**config.mk**
```make
export PLATFORM = sky130hd
export DESIGN_NAME = ra_prefix_option_builder_top_flat
export DESIGN_NICKNAME = d
export VERILOG_FILES = /design/src/rapob_pkg.sv /design/src/rapob_if.sv /design/src/rapob_ram.sv /design/src/ra_prefix_option_builder_top.sv /design/src/flat_wrapper.sv
export SDC_FILE = /design/constraint.sdc
export NUM_CORES = 2
export LEC_CHECK = 0
export ABC_AREA = 0
export BUFFER_PORTS_ARGS = -buffer_cell sky130_fd_sc_hd__buf_4
export CAP_MARGIN = 20
export CORE_MARGIN = 5
export CORE_UTILIZATION = 45
export DETAILED_ROUTE_END_ITERATION = 7
export SLEW_MARGIN = 20
export SYNTH_ARGS = -nofsm -noshare
export SYNTH_HDL_FRONTEND = slang
export SYNTH_MEMORY_MAX_BITS = 65536
export SYNTH_SLANG_ARGS = --single-unit
```
**constraint.sdc**
```tcl
create_clock -name clock -period 14.4 [get_ports clock]
set_input_delay 0 -clock clock [delete_from_list [all_inputs] [get_ports clock]]
set_output_delay 0 -clock clock [all_outputs]
set_load 0.02 [all_outputs]
```
**src/rapob_pkg.sv**
```systemverilog
// Shared constants and types for the RA prefix option builder.
`timescale 1ns / 1ps
`default_nettype none

package rapob_pkg;

   // Option slots the store can hold.
   localparam int MaxPrefixOptions = 32;
   localparam int SlotIdxW = (MaxPrefixOptions > 1) ? $clog2(MaxPrefixOptions) : 1;
   localparam int CntW = $clog2(MaxPrefixOptions + 1);

   // Stored entry: masked prefix high, masked prefix low, 7-bit length.
   localparam int PrefixLenW = 7;
   localparam int EntryW = 64 + 64 + PrefixLenW;

   // Configuration port.
   localparam int PaddrW = 3;
   localparam int CsrDataW = 32;
   localparam logic RegTargetIfindex = 1'b0;
   localparam logic RegSlotsAvailable = 1'b1;
   localparam logic [5:0] SlotsAvailableReset = 6'd32;

   // Link-local prefix fe80::/10 seen in the top ten address bits.
   localparam logic [9:0] LinkLocalTop = 10'h3fa;
   localparam logic [7:0] MaxLenExcl = 8'd128;
   localparam logic [7:0] HalfLen = 8'd64;

   typedef enum logic [2:0] {
      StEmitted   = 3'd0,
      StOtherIf   = 3'd1,
      StLinkLocal = 3'd2,
      StTooLong   = 3'd3,
      StDuplicate = 3'd4,
      StNoSlot    = 3'd5
   } status_type;

endpackage

`default_nettype wire

```
**src/rapob_if.sv**
```systemverilog
// Request and response channel interfaces of the RA prefix option builder.
`timescale 1ns / 1ps
`default_nettype none

interface rapob_req_if;
   logic        valid;
   logic        ready;
   logic        new_advert;
   logic [63:0] addr_high;
   logic [63:0] addr_low;
   logic [31:0] entry_ifindex;
   logic [7:0]  entry_prefix_len;

   modport source (output valid, new_advert, addr_high, addr_low, entry_ifindex,
                   entry_prefix_len, input ready);
   modport sink (input valid, new_advert, addr_high, addr_low, entry_ifindex,
                 entry_prefix_len, output ready);
endinterface

interface rapob_rsp_if;
   logic        valid;
   logic        ready;
   logic [2:0]  status;
   logic [63:0] prefix_high;
   logic [63:0] prefix_low;
   logic [6:0]  prefix_bits;
   logic        autonomous;
   logic [4:0]  slot;

   modport source (output valid, status, prefix_high, prefix_low, prefix_bits, autonomous,
                   slot, input ready);
   modport sink (input valid, status, prefix_high, prefix_low, prefix_bits, autonomous,
                 slot, output ready);
endinterface

`default_nettype wire

```
**src/rapob_ram.sv**
```systemverilog
// Generic single-write, single-read RAM with registered read data.
`timescale 1ns / 1ps
`default_nettype none

module rapob_ram #(
   parameter int Width = 8,
   parameter int Depth = 32,
   localparam int AddrW = (Depth > 1) ? $clog2(Depth) : 1
) (
   input  wire logic             clock,
   input  wire logic             we,
   input  wire logic [AddrW-1:0] waddr,
   input  wire logic [Width-1:0] wdata,
   input  wire logic             re,
   input  wire logic [AddrW-1:0] raddr,
   output      logic [Width-1:0] rdata
);

   logic [Width-1:0] mem [Depth];

   always_ff @(posedge clock) begin
      if (we) begin
         mem[waddr] <= wdata;
      end
      if (re) begin
         rdata <= mem[raddr];
      end
   end

endmodule

`default_nettype wire

```
**src/ra_prefix_option_builder_top.sv**
```systemverilog
// Top level of the RA prefix option builder: checks, masks and de-duplicates prefixes.
// Flow: an accepted entry is checked in StCheck; a rejected one goes straight to StFinish,
//   a searched one first walks the N prefixes emitted so far in StScan, one RAM read a cycle.
// Throughput: one entry in flight; the next is taken once StFinish has loaded the result
//   into the output register, which waits while that register is stalled.
// Reset (synchronous, active high): idle, no result, count 0, config registers at reset values.
`timescale 1ns / 1ps
`default_nettype none

module ra_prefix_option_builder_top
   import rapob_pkg::*;
(
   input  wire logic              clock,
   input  wire logic              reset,
   rapob_req_if.sink              req_bus,
   rapob_rsp_if.source            rsp_bus,
   input  wire logic              psel,
   input  wire logic              penable,
   input  wire logic              pwrite,
   input  wire logic [PaddrW-1:0] paddr,
   input  wire logic [CsrDataW-1:0] pwdata,
   output      logic [CsrDataW-1:0] prdata,
   output      logic              pready
);

   typedef enum logic [1:0] {
      StIdle,
      StCheck,
      StScan,
      StFinish
   } state_type;

   // All-ones in the top n bits of a 64-bit word; n of 64 or more gives all-ones.
   function automatic logic [63:0] top_mask(input logic [6:0] n);
      top_mask = ~({64{1'b1}} >> n);
   endfunction

   // Control state.
   state_type            state_ff, state_in;
   logic [CntW-1:0]      cnt_ff, cnt_in;
   logic [CntW-1:0]      rd_idx_ff, rd_idx_in;
   logic                 cmp_valid_ff, cmp_valid_in;
   logic                 rsp_valid_ff, rsp_valid_in;
   logic [31:0]          target_ff, target_in;
   logic [5:0]           slots_ff, slots_in;

   // Entry payload held while the entry is worked on.
   logic [63:0]          ahi_ff, ahi_in;
   logic [63:0]          alo_ff, alo_in;
   logic [31:0]          ifx_ff, ifx_in;
   logic [7:0]           len_ff, len_in;
   logic [63:0]          phi_ff, phi_in;
   logic [63:0]          plo_ff, plo_in;
   status_type           status_ff, status_in;

   // Output register.
   status_type           out_status_ff, out_status_in;
   logic [63:0]          out_phi_ff, out_phi_in;
   logic [63:0]          out_plo_ff, out_plo_in;
   logic [6:0]           out_bits_ff, out_bits_in;
   logic                 out_auto_ff, out_auto_in;
   logic [4:0]           out_slot_ff, out_slot_in;

   // Prefix RAM access.
   logic                 ram_we;
   logic                 ram_re;
   logic [EntryW-1:0]    ram_rdata;
   logic [EntryW-1:0]    probe;
   logic                 issue;
   logic                 hit;

   logic                 req_beat;
   logic                 cfg_write;
   logic                 out_free;
   logic [7:0]           limit;

   assign req_bus.ready = (state_ff == StIdle);
   assign req_beat = req_bus.valid && req_bus.ready;
   assign out_free = !rsp_valid_ff || rsp_bus.ready;

   assign rsp_bus.valid       = rsp_valid_ff;
   assign rsp_bus.status      = out_status_ff;
   assign rsp_bus.prefix_high = out_phi_ff;
   assign rsp_bus.prefix_low  = out_plo_ff;
   assign rsp_bus.prefix_bits = out_bits_ff;
   assign rsp_bus.autonomous  = out_auto_ff;
   assign rsp_bus.slot        = out_slot_ff;

   // Configuration: writes land on the access phase; the register index is address bit 2.
   assign pready = 1'b1;
   assign cfg_write = psel && penable && pwrite && pready;

   always_comb begin
      unique case (paddr[2])
         RegTargetIfindex:  prdata = target_ff;
         RegSlotsAvailable: prdata = CsrDataW'(slots_ff);
         default:           prdata = '0;
      endcase
   end

   // Usable slots: the smaller of the register and the store depth.
   assign limit = (8'(slots_ff) > 8'(MaxPrefixOptions)) ? 8'(MaxPrefixOptions)
                                                       : 8'(slots_ff);

   // Search: issue one read a cycle, compare the word read in the previous cycle.
   assign issue = (state_ff == StScan) && (rd_idx_ff < cnt_ff);
   assign ram_re = issue;
   assign probe = {phi_ff, plo_ff, len_ff[PrefixLenW-1:0]};
   assign hit = cmp_valid_ff && (ram_rdata == probe);
   assign ram_we = (state_ff == StFinish) && out_free && (status_ff == StEmitted);

   rapob_ram #(
      .Width (EntryW),
      .Depth (MaxPrefixOptions)
   ) u_store (
      .clock (clock),
      .we    (ram_we),
      .waddr (cnt_ff[SlotIdxW-1:0]),
      .wdata (probe),
      .re    (ram_re),
      .raddr (rd_idx_ff[SlotIdxW-1:0]),
      .rdata (ram_rdata)
   );

   always_comb begin
      state_in      = state_ff;
      cnt_in        = cnt_ff;
      rd_idx_in     = rd_idx_ff;
      cmp_valid_in  = 1'b0;
      target_in     = target_ff;
      slots_in      = slots_ff;
      ahi_in        = ahi_ff;
      alo_in        = alo_ff;
      ifx_in        = ifx_ff;
      len_in        = len_ff;
      phi_in        = phi_ff;
      plo_in        = plo_ff;
      status_in     = status_ff;
      out_status_in = out_status_ff;
      out_phi_in    = out_phi_ff;
      out_plo_in    = out_plo_ff;
      out_bits_in   = out_bits_ff;
      out_auto_in   = out_auto_ff;
      out_slot_in   = out_slot_ff;
      rsp_valid_in  = rsp_valid_ff && !rsp_bus.ready;

      if (cfg_write) begin
         unique case (paddr[2])
            RegTargetIfindex:  target_in = pwdata;
            RegSlotsAvailable: slots_in = pwdata[5:0];
            default:           target_in = target_ff;
         endcase
      end

      unique case (state_ff)
         StIdle: begin
            if (req_beat) begin
               ahi_in = req_bus.addr_high;
               alo_in = req_bus.addr_low;
               ifx_in = req_bus.entry_ifindex;
               len_in = req_bus.entry_prefix_len;
               // Drop the stored prefixes when a new advertisement opens.
               if (req_bus.new_advert) begin
                  cnt_in = '0;
               end
               state_in = StCheck;
            end
         end
         StCheck: begin
            if (len_ff <= HalfLen) begin
               phi_in = ahi_ff & top_mask(len_ff[6:0]);
               plo_in = '0;
            end else begin
               phi_in = ahi_ff;
               plo_in = alo_ff & top_mask(7'(len_ff[6:0] - 7'(HalfLen)));
            end
            rd_idx_in = '0;
            priority if (ifx_ff != target_ff) begin
               status_in = StOtherIf;
               state_in  = StFinish;
            end else if (ahi_ff[63:54] == LinkLocalTop) begin
               status_in = StLinkLocal;
               state_in  = StFinish;
            end else if (len_ff >= MaxLenExcl) begin
               status_in = StTooLong;
               state_in  = StFinish;
            end else if (8'(cnt_ff) >= limit) begin
               status_in = StNoSlot;
               state_in  = StFinish;
            end else begin
               status_in = StEmitted;
               state_in  = StScan;
            end
         end
         StScan: begin
            cmp_valid_in = issue;
            if (issue) begin
               rd_idx_in = rd_idx_ff + 1'b1;
            end
            if (hit) begin
               status_in = StDuplicate;
               state_in  = StFinish;
            end else if (!issue && !cmp_valid_ff) begin
               state_in = StFinish;
            end
         end
         StFinish: begin
            // Hold the result until the output register is free.
            if (out_free) begin
               rsp_valid_in  = 1'b1;
               out_status_in = status_ff;
               if (status_ff == StEmitted) begin
                  out_phi_in  = phi_ff;
                  out_plo_in  = plo_ff;
                  out_bits_in = len_ff[6:0];
                  out_auto_in = (len_ff == HalfLen);
                  out_slot_in = 5'(cnt_ff);
                  cnt_in      = cnt_ff + 1'b1;
               end else begin
                  out_phi_in  = '0;
                  out_plo_in  = '0;
                  out_bits_in = '0;
                  out_auto_in = 1'b0;
                  out_slot_in = '0;
               end
               state_in = StIdle;
            end
         end
         default: state_in = StIdle;
      endcase
   end

   always_ff @(posedge clock) begin
      if (reset) begin
         state_ff     <= StIdle;
         cnt_ff       <= '0;
         rd_idx_ff    <= '0;
         cmp_valid_ff <= 1'b0;
         rsp_valid_ff <= 1'b0;
         target_ff    <= '0;
         slots_ff     <= SlotsAvailableReset;
      end else begin
         state_ff     <= state_in;
         cnt_ff       <= cnt_in;
         rd_idx_ff    <= rd_idx_in;
         cmp_valid_ff <= cmp_valid_in;
         rsp_valid_ff <= rsp_valid_in;
         target_ff    <= target_in;
         slots_ff     <= slots_in;
      end
      ahi_ff        <= ahi_in;
      alo_ff        <= alo_in;
      ifx_ff        <= ifx_in;
      len_ff        <= len_in;
      phi_ff        <= phi_in;
      plo_ff        <= plo_in;
      status_ff     <= status_in;
      out_status_ff <= out_status_in;
      out_phi_ff    <= out_phi_in;
      out_plo_ff    <= out_plo_in;
      out_bits_ff   <= out_bits_in;
      out_auto_ff   <= out_auto_in;
      out_slot_ff   <= out_slot_in;
   end

endmodule

`default_nettype wire

```
**src/flat_wrapper.sv**
```systemverilog
// flat-port wrapper written by rule: the top's interface ports become plain ports
module ra_prefix_option_builder_top_flat import rapob_pkg::*;
  (clock, reset, psel, penable, pwrite, paddr, pwdata, prdata, pready, req_bus_valid, req_bus_new_advert, req_bus_addr_high, req_bus_addr_low, req_bus_entry_ifindex, req_bus_entry_prefix_len, req_bus_ready, rsp_bus_valid, rsp_bus_status, rsp_bus_prefix_high, rsp_bus_prefix_low, rsp_bus_prefix_bits, rsp_bus_autonomous, rsp_bus_slot, rsp_bus_ready);
  rapob_req_if req_bus_i ();
  rapob_rsp_if rsp_bus_i ();
  input  wire logic clock;
  input  wire logic reset;
  input  wire logic psel;
  input  wire logic penable;
  input  wire logic pwrite;
  input  wire logic [PaddrW-1:0] paddr;
  input  wire logic [CsrDataW-1:0] pwdata;
  output      logic [CsrDataW-1:0] prdata;
  output      logic pready;
  input wire logic [$bits(req_bus_i.valid)-1:0] req_bus_valid;
  input wire logic [$bits(req_bus_i.new_advert)-1:0] req_bus_new_advert;
  input wire logic [$bits(req_bus_i.addr_high)-1:0] req_bus_addr_high;
  input wire logic [$bits(req_bus_i.addr_low)-1:0] req_bus_addr_low;
  input wire logic [$bits(req_bus_i.entry_ifindex)-1:0] req_bus_entry_ifindex;
  input wire logic [$bits(req_bus_i.entry_prefix_len)-1:0] req_bus_entry_prefix_len;
  output wire logic [$bits(req_bus_i.ready)-1:0] req_bus_ready;
  output wire logic [$bits(rsp_bus_i.valid)-1:0] rsp_bus_valid;
  output wire logic [$bits(rsp_bus_i.status)-1:0] rsp_bus_status;
  output wire logic [$bits(rsp_bus_i.prefix_high)-1:0] rsp_bus_prefix_high;
  output wire logic [$bits(rsp_bus_i.prefix_low)-1:0] rsp_bus_prefix_low;
  output wire logic [$bits(rsp_bus_i.prefix_bits)-1:0] rsp_bus_prefix_bits;
  output wire logic [$bits(rsp_bus_i.autonomous)-1:0] rsp_bus_autonomous;
  output wire logic [$bits(rsp_bus_i.slot)-1:0] rsp_bus_slot;
  input wire logic [$bits(rsp_bus_i.ready)-1:0] rsp_bus_ready;
  assign req_bus_i.valid = req_bus_valid;
  assign req_bus_i.new_advert = req_bus_new_advert;
  assign req_bus_i.addr_high = req_bus_addr_high;
  assign req_bus_i.addr_low = req_bus_addr_low;
  assign req_bus_i.entry_ifindex = req_bus_entry_ifindex;
  assign req_bus_i.entry_prefix_len = req_bus_entry_prefix_len;
  assign req_bus_ready = req_bus_i.ready;
  assign rsp_bus_valid = rsp_bus_i.valid;
  assign rsp_bus_status = rsp_bus_i.status;
  assign rsp_bus_prefix_high = rsp_bus_i.prefix_high;
  assign rsp_bus_prefix_low = rsp_bus_i.prefix_low;
  assign rsp_bus_prefix_bits = rsp_bus_i.prefix_bits;
  assign rsp_bus_autonomous = rsp_bus_i.autonomous;
  assign rsp_bus_slot = rsp_bus_i.slot;
  assign rsp_bus_i.ready = rsp_bus_ready;
  ra_prefix_option_builder_top u_core (.clock(clock), .reset(reset), .req_bus(req_bus_i), .rsp_bus(rsp_bus_i), .psel(psel), .penable(penable), .pwrite(pwrite), .paddr(paddr), .pwdata(pwdata), .prdata(prdata), .pready(pready));
endmodule
```
# --- Yosys cells after proc, flatten, opt, wreduce, memory -nomap -nowiden ---
# Memories as Yosys holds them, arrays and structs flattened. A register that Yosys moved wholly into a read port is not among the register bits.
# Index checks and enable logic that the tools add are counted.
word_totals:
  inputBits: 211
  ram_bits: 4320
  out_inout_bits: 179
  n_memories: 1
  reg_bits: 497
memory_table:
  columns: ["name", "depth", "width", "rd", "rd_ports_with_merged_regs", "wr", "line_no", "source"]
  rows:
  - ["u_core.u_store.mem", 32, 135, 1, 1, 1, "rapob_ram.sv:19", "logic [Width-1:0] mem [Depth];"]
op_classes:
  magnitude_cmp: 5
  n_eq_ne: 14
  reduce_logical: 27
  n_shift: 2
  mux: 29
  add_sub_neg: 3
  bitwise: 6
ops:
  columns: ["operator", "n"]
  rows:
  - ["equality test 135 bit", 1]
  - ["AND 64 bit", 2]
  - ["NOT 64 bit", 2]
  - ["right shift 64 x 7 -> 64 bit, first input constant", 2]
  - ["2-to-1 mux 64 bit", 1]
  - ["case mux 32 bit (2 select lines)", 1]
  - ["2-to-1 mux 6 bit", 6]
  - ["inequality test 32 bit", 1]
  - ["case mux 6 bit (2 select lines)", 2]
  - ["2-to-1 mux 3 bit", 5]
  - ["2-to-1 mux 2 bit", 7]
  - ["adder 6 x 1 -> 6 bit, second input constant", 2]
  - ["AND reduction 2 bit", 6]
  - ["equality test 10 bit, second input constant", 1]
  - ["logical AND 1 bit", 9]
  - ["equality test 8 x 7 -> 1 bit, second input constant", 1]
  - ["greater-or-equal comparator 6 x 8 -> 1 bit", 1]
  - ["greater-or-equal comparator 8 bit, second input constant", 1]
  - ["<= comparator 8 x 7 -> 1 bit, second input constant", 1]
  - ["case mux 2 bit (4 select lines)", 1]
  - ["subtractor 7 bit, second input constant", 1]
  - ["greater-than comparator 6 bit, second input constant", 1]
  - ["less-than comparator 6 bit", 1]
  - ["inequality test 2 x 1 -> 1 bit, second input constant", 3]
  - ["15 further kinds", 27]

# --- Longest topological paths before layout ---
depth:
  word_depth: 8
  depth_mapped: 10

# --- Cells and area by module ---
# Synthesis repeated with hierarchy kept, for this count alone.
unflattened:
  hier_cells: 8438
  area_unflattened_um2: 185905.8
by_module_without_submodules:
  columns: ["module", "n_inst", "cells_each", "area_each_um2"]
  rows:
  - ["rapob_ram", 1, 6907, 165322.3]
  - ["ra_prefix_option_builder_top", 1, 1531, 20583.5]

# --- Worst setup path before layout ---
# OpenSTA, ideal clock, no wires.
synth_timing:
  path_type: "reg-to-reg"
  from: "register u_core.state_ff[1]"
  to: "memory u_core.u_store.mem[12][0] in the netlist's numbering (enable)"
  path_stages_with_launch: 6
  path_buffers: 0
  synth_period_minus_slack_ns: 14.175
  setup_slack_ns: 0.225
  t_arrival_ns: 13.544
  cell_sequence: "dfxtp_1 > ha_1 > nor2b_1 > and2_1 > nand2_1 > nor2_1"
synth_between:
  elab_chain_cells: 5
synth_rtl:
  columns: ["element", "line_no", "source"]
  rows:
  - ["from (decl)", "ra_prefix_option_builder_top.sv:39", "state_type state_ff, state_in;"]
  - ["from (signal assigned)", "ra_prefix_option_builder_top.sv:235", "state_ff <= StIdle;"]
  - ["from (signal assigned)", "ra_prefix_option_builder_top.sv:243", "state_ff <= state_in;"]
  - ["equality test 2 bit", "ra_prefix_option_builder_top.sv:110", "assign ram_we = (state_ff == StFinish) && out_free && (status_ff == StEmitted);"]
  - ["logical AND 1 bit (2 in a row)", "ra_prefix_option_builder_top.sv:110", null]
  - ["2-to-1 mux 1 bit", "rapob_ram.sv:22", "if (we) begin"]
  - ["2-to-1 mux 1 bit (not written as such)", "rapob_ram.sv:23", "mem[waddr] <= wdata;"]
  - ["to (decl)", "rapob_ram.sv:19", null]
# Every way passes these cells.

# --- Worst setup path after layout ---
layout_timing:
  from: "register u_core.status_ff[1]"
  to: "memory u_core.u_store.mem[19][61] in the netlist's numbering (enable)"
layout_between:
  elab_chain_cells: 4
layout_rtl:
  columns: ["element", "line_no", "source"]
  rows:
  - ["from (decl)", "ra_prefix_option_builder_top.sv:54", "status_type status_ff, status_in;"]
  - ["from (signal assigned)", "ra_prefix_option_builder_top.sv:257", "status_ff <= status_in;"]
  - ["zero test 3 bit", "ra_prefix_option_builder_top.sv:110", null]
  - ["logical AND 1 bit", "ra_prefix_option_builder_top.sv:110", null]
  - ["2-to-1 mux 1 bit", "rapob_ram.sv:22", null]
  - ["2-to-1 mux 1 bit (not written as such)", "rapob_ram.sv:23", null]
# Every way passes these cells.

==> metrics.yaml <==
outcome:
  outcome: "completed"
route:
  ant_nets: 0
  drt_iter0_drc: 13000
  drc: 0
  wl_met3_mm: 47.5
  dr.pass1.iters: 5
  avgViaCountPerCell: 6.15
  dr_wl_met2_mm: 271
  wl_per_cell_um: 37.0
  vias: 93000
  routed_wl_mm: 559
  wl_met1_mm: 209
  highest_layer: "met5"
timing:
  fin_crit_ps: 5650
  setup_viol: 0
  layout_setup_ws_ps: 8750
  min_period_over_period: 0.392
  relSlewSlack: 0.119
  hold_violations: 0
  clock_skew_ps: 58.4
  final.setup.tns_ps: 0
  tightest_slew_ps: 1320
  fmax_mhz: 177
  drv_slew: 0
  grt_setup_unrepaired: "no"
cts:
  htree_levels: 6
  numClockSinks: 4952
  cts-root-buf: "clkbuf_16"
  clkTransAtPathRegs_ps: 60
  numCtsBuffers: 520
  cts_tree: "yes"
  clock_latency_ps: 1040
  clockBufferDepth: 4
floorplan:
  chipHeight_um: 656
  core_um2: 416000
  boundaryPins: 390
  start_util: 0.452
  dieArea_um2: 431000
  rows: 237
  fp.dieW_um: 656
final_layout:
  mostFrequentLayoutCell: "edfxtp_1"
  final_cell_mix: "edfxtp_1 (4898), mux4_2 (1350), buf_4 (643)"
  stdcell_area_um2: 221000
  n_fill_cell: 31400
  area_delta_synth_final_pct: 17.5
  final_nets: 9347
  drive_gt1_frac: 0.311
  instances_no_fill: 15100
synthesis:
  syn_avg_cell_area_um2: 24.0
  syn-cell-area_um2: 188000
  postSynth.asyncResetShare: 0
  synthDistinctLibCells: 51
  yosys_most_used_dff: "edfxtp_1"
  yosys_warnings: 0
  synth-seq-cells: 4952
  synth_cells: 7842
  ys_seq_area_frac: 0.788
  syn_nets: 8073
  synth_edf_count: 4898
critical_path:
  crit-reg2reg-launch: "u_core.status_ff[1]$_SDFFCE_PP0P_"
  required_ps: 15060
  slowest_delay_ps: 1010
  criticalPathCategory: "reg -> reg"
  startpoint_type: "register"
  worstPathCellList: "nor3_2, buf_4, and2_1, nand2_1, nor2_4, buf_4, buf_4, buf_4"
  end_kind: "register"
  cp_top_family: "buffers and inverters"
  reg2reg_to: "u_core.u_store.mem[19][61]$_DFFE_PP_"
  rr_worst_depth: 8
  crit_slowest_cell: "buf_4"
  critPathMostFrequentCell: "buf_4"
  crit_buf_inv: 4
  critPathMaxFanout: 36
  cp.arrival_ps: 6310
  worst-r2r-setup-slack_ps: 8750
power:
  p_leak_nw: 68.2
  power.total_mw: 34.9
  p_per_area_nw_per_um2: 158
  vdd_drop_max_uv: 120
grt:
  grt_pass1_wl_mm: 764
  track_usage: 0.255
  grt_overflow: 0
  grt_antenna_before_repair: 50
  grt_pass1_vias: 94100
  grt_max_degree: 130
worst_hold_path:
  hp-class: "in -> reg"
  hp-start: "reset"
  holdPathEnd: "u_core.rsp_bus.valid$_SDFF_PP0_"
  min_path_cells: 3
placed_design:
  dpl.cell_count: 13600
  placed_area_um2: 199000
  hpwlAfterDp_mm: 296
  gp_congestion: 0.866
  pre_cts_slack_ps: 8730
  io_buffer_count: 386
flow_run:
  maxCapViolCount: 0
where the power goes:
part           internal [mW]  total, mW  switching [mW]
Combinational          0.941       3.47            2.53
Sequential              17.5       18.1           0.578
Clock                   7.70       13.3            5.60
through the flow:
step | hold WS [ps] | utilization
2_1_floorplan | 98.9 | -
3_3_place_gp | 178 | 0.478
3_5_place_dp | 179 | 0.478
4_1_cts | 17.5 | 0.529
5_1_grt | 66.2 | 0.530
6_report | 65.7 | 0.531
Yosys cell counts (4+ instances only):
cell type	number	area (µm²)
buf_1	46	173
dfxtp_1	54	1080
o211a_1	8	80.1
mux2_2	141	1590
o22ai_1	7	43.8
nor4_1	30	188
nor2_1	129	484
a221oi_1	4	35.0
nand2b_1	40	250
ha_1	20	250
buf_4	41	308
and3_1	37	231
edfxtp_1	4898	147000
a21boi_0	36	270
nand3_1	19	95.1
nor3_1	9	45.0
and2_1	127	795
nor3b_1	5	37.5
o221ai_1	5	43.8
mux2i_1	8	80.1
buf_2	63	315
nor2b_1	61	382
inv_1	51	191
a21oi_1	50	250
xnor2_1	46	403
clkbuf_1	226	848
a21o_1	5	37.5
buf_6	4	45.0
a2111o_1	8	90.1
mux4_2	1350	30400
o21a_1	18	135
o21ai_0	28	140
nand4_1	23	144
or3_1	4	25.0
xor2_1	75	657
o2111ai_1	11	96.3
nand2_1	133	499
flip-flops by register name (all words and copies together) (netlist names), 64 cells and up:
signal                      cells
u_core.u_store.mem           4320
u_core.u_store.rdata          135
u_core.ahi_ff                  64
u_core.alo_ff                  64
u_core.phi_ff                  64
u_core.plo_ff                  64
u_core.rsp_bus.prefix_high     64
u_core.rsp_bus.prefix_low      64
metal layers:
layer	up-vias	track usage
met5	-	0
met4	6	0.126
met3	1052	0.0411
met2	5178	0.407
met1	50800	0.344
li1	36000	-
cells by family (layout without fill, tap and decap cells):
| family | Yosys count | in the layout | synth area share |
|---|---|---|---|
| xor gates and xnor gates | 121 | 121 | 0.00564 |
| muxes | 1499 | 1499 | 0.171 |
| other | 1 | 101 | 0.0000199 |
| adders and majority gates | 20 | 20 | 0.00133 |
| AOI/OAI and AO/OA | 196 | 196 | 0.00719 |
| and+or+nand+nor | 621 | 621 | 0.0171 |
| DFF | 4952 | 4952 | 0.788 |
| buffers and inverters | 432 | 2112 | 0.0100 |
worst max path at each step:
stage	end	cells past startpoint	slack, ps	start
after floorplan	u_core.u_store.mem[12][0]$_DFFE_PP_	5	220	u_core.state_ff[1]$_SDFFE_PP0P_
after global placement	u_core.u_store.mem[19][127]$_DFFE_PP_	8	8810	u_core.status_ff[1]$_SDFFCE_PP0P_
after detailed placement	u_core.u_store.mem[19][127]$_DFFE_PP_	8	8730	u_core.status_ff[1]$_SDFFCE_PP0P_
after CTS	u_core.u_store.mem[3][108]$_DFFE_PP_	8	8740	u_core.status_ff[1]$_SDFFCE_PP0P_
after global routing	u_core.u_store.mem[19][61]$_DFFE_PP_	8	8620	u_core.status_ff[1]$_SDFFCE_PP0P_
final	u_core.u_store.mem[19][61]$_DFFE_PP_	8	8750	u_core.status_ff[1]$_SDFFCE_PP0P_
layout make-up:
cell class                 count  area [µm²]  area share
multi-input combinational   2458       38400       0.174
tap                         5497        6880      0.0311
inverter                      52         203    0.000918
timing repair buffer        1132       10200      0.0462
antenna                      100         250     0.00113
sequential                  4952      148000       0.671
clock buffer                 632       13700      0.0622
clock inverter               296        3030      0.0137
timing repair:
item	in CTS	in global routing
hold endpoints to repair	274	0
resized for setup	0	0
hold buffers	432	0
buffers inserted	0	0
worst reg2reg max path: cells and delay by family (launching register included):
family                 cells  cell delay, ps
buffers and inverters      4            3120
flip-flops                 1             420
AND/OR/NAND/NOR            4            1680
Note: power is estimated with default switching activity, not from simulation.
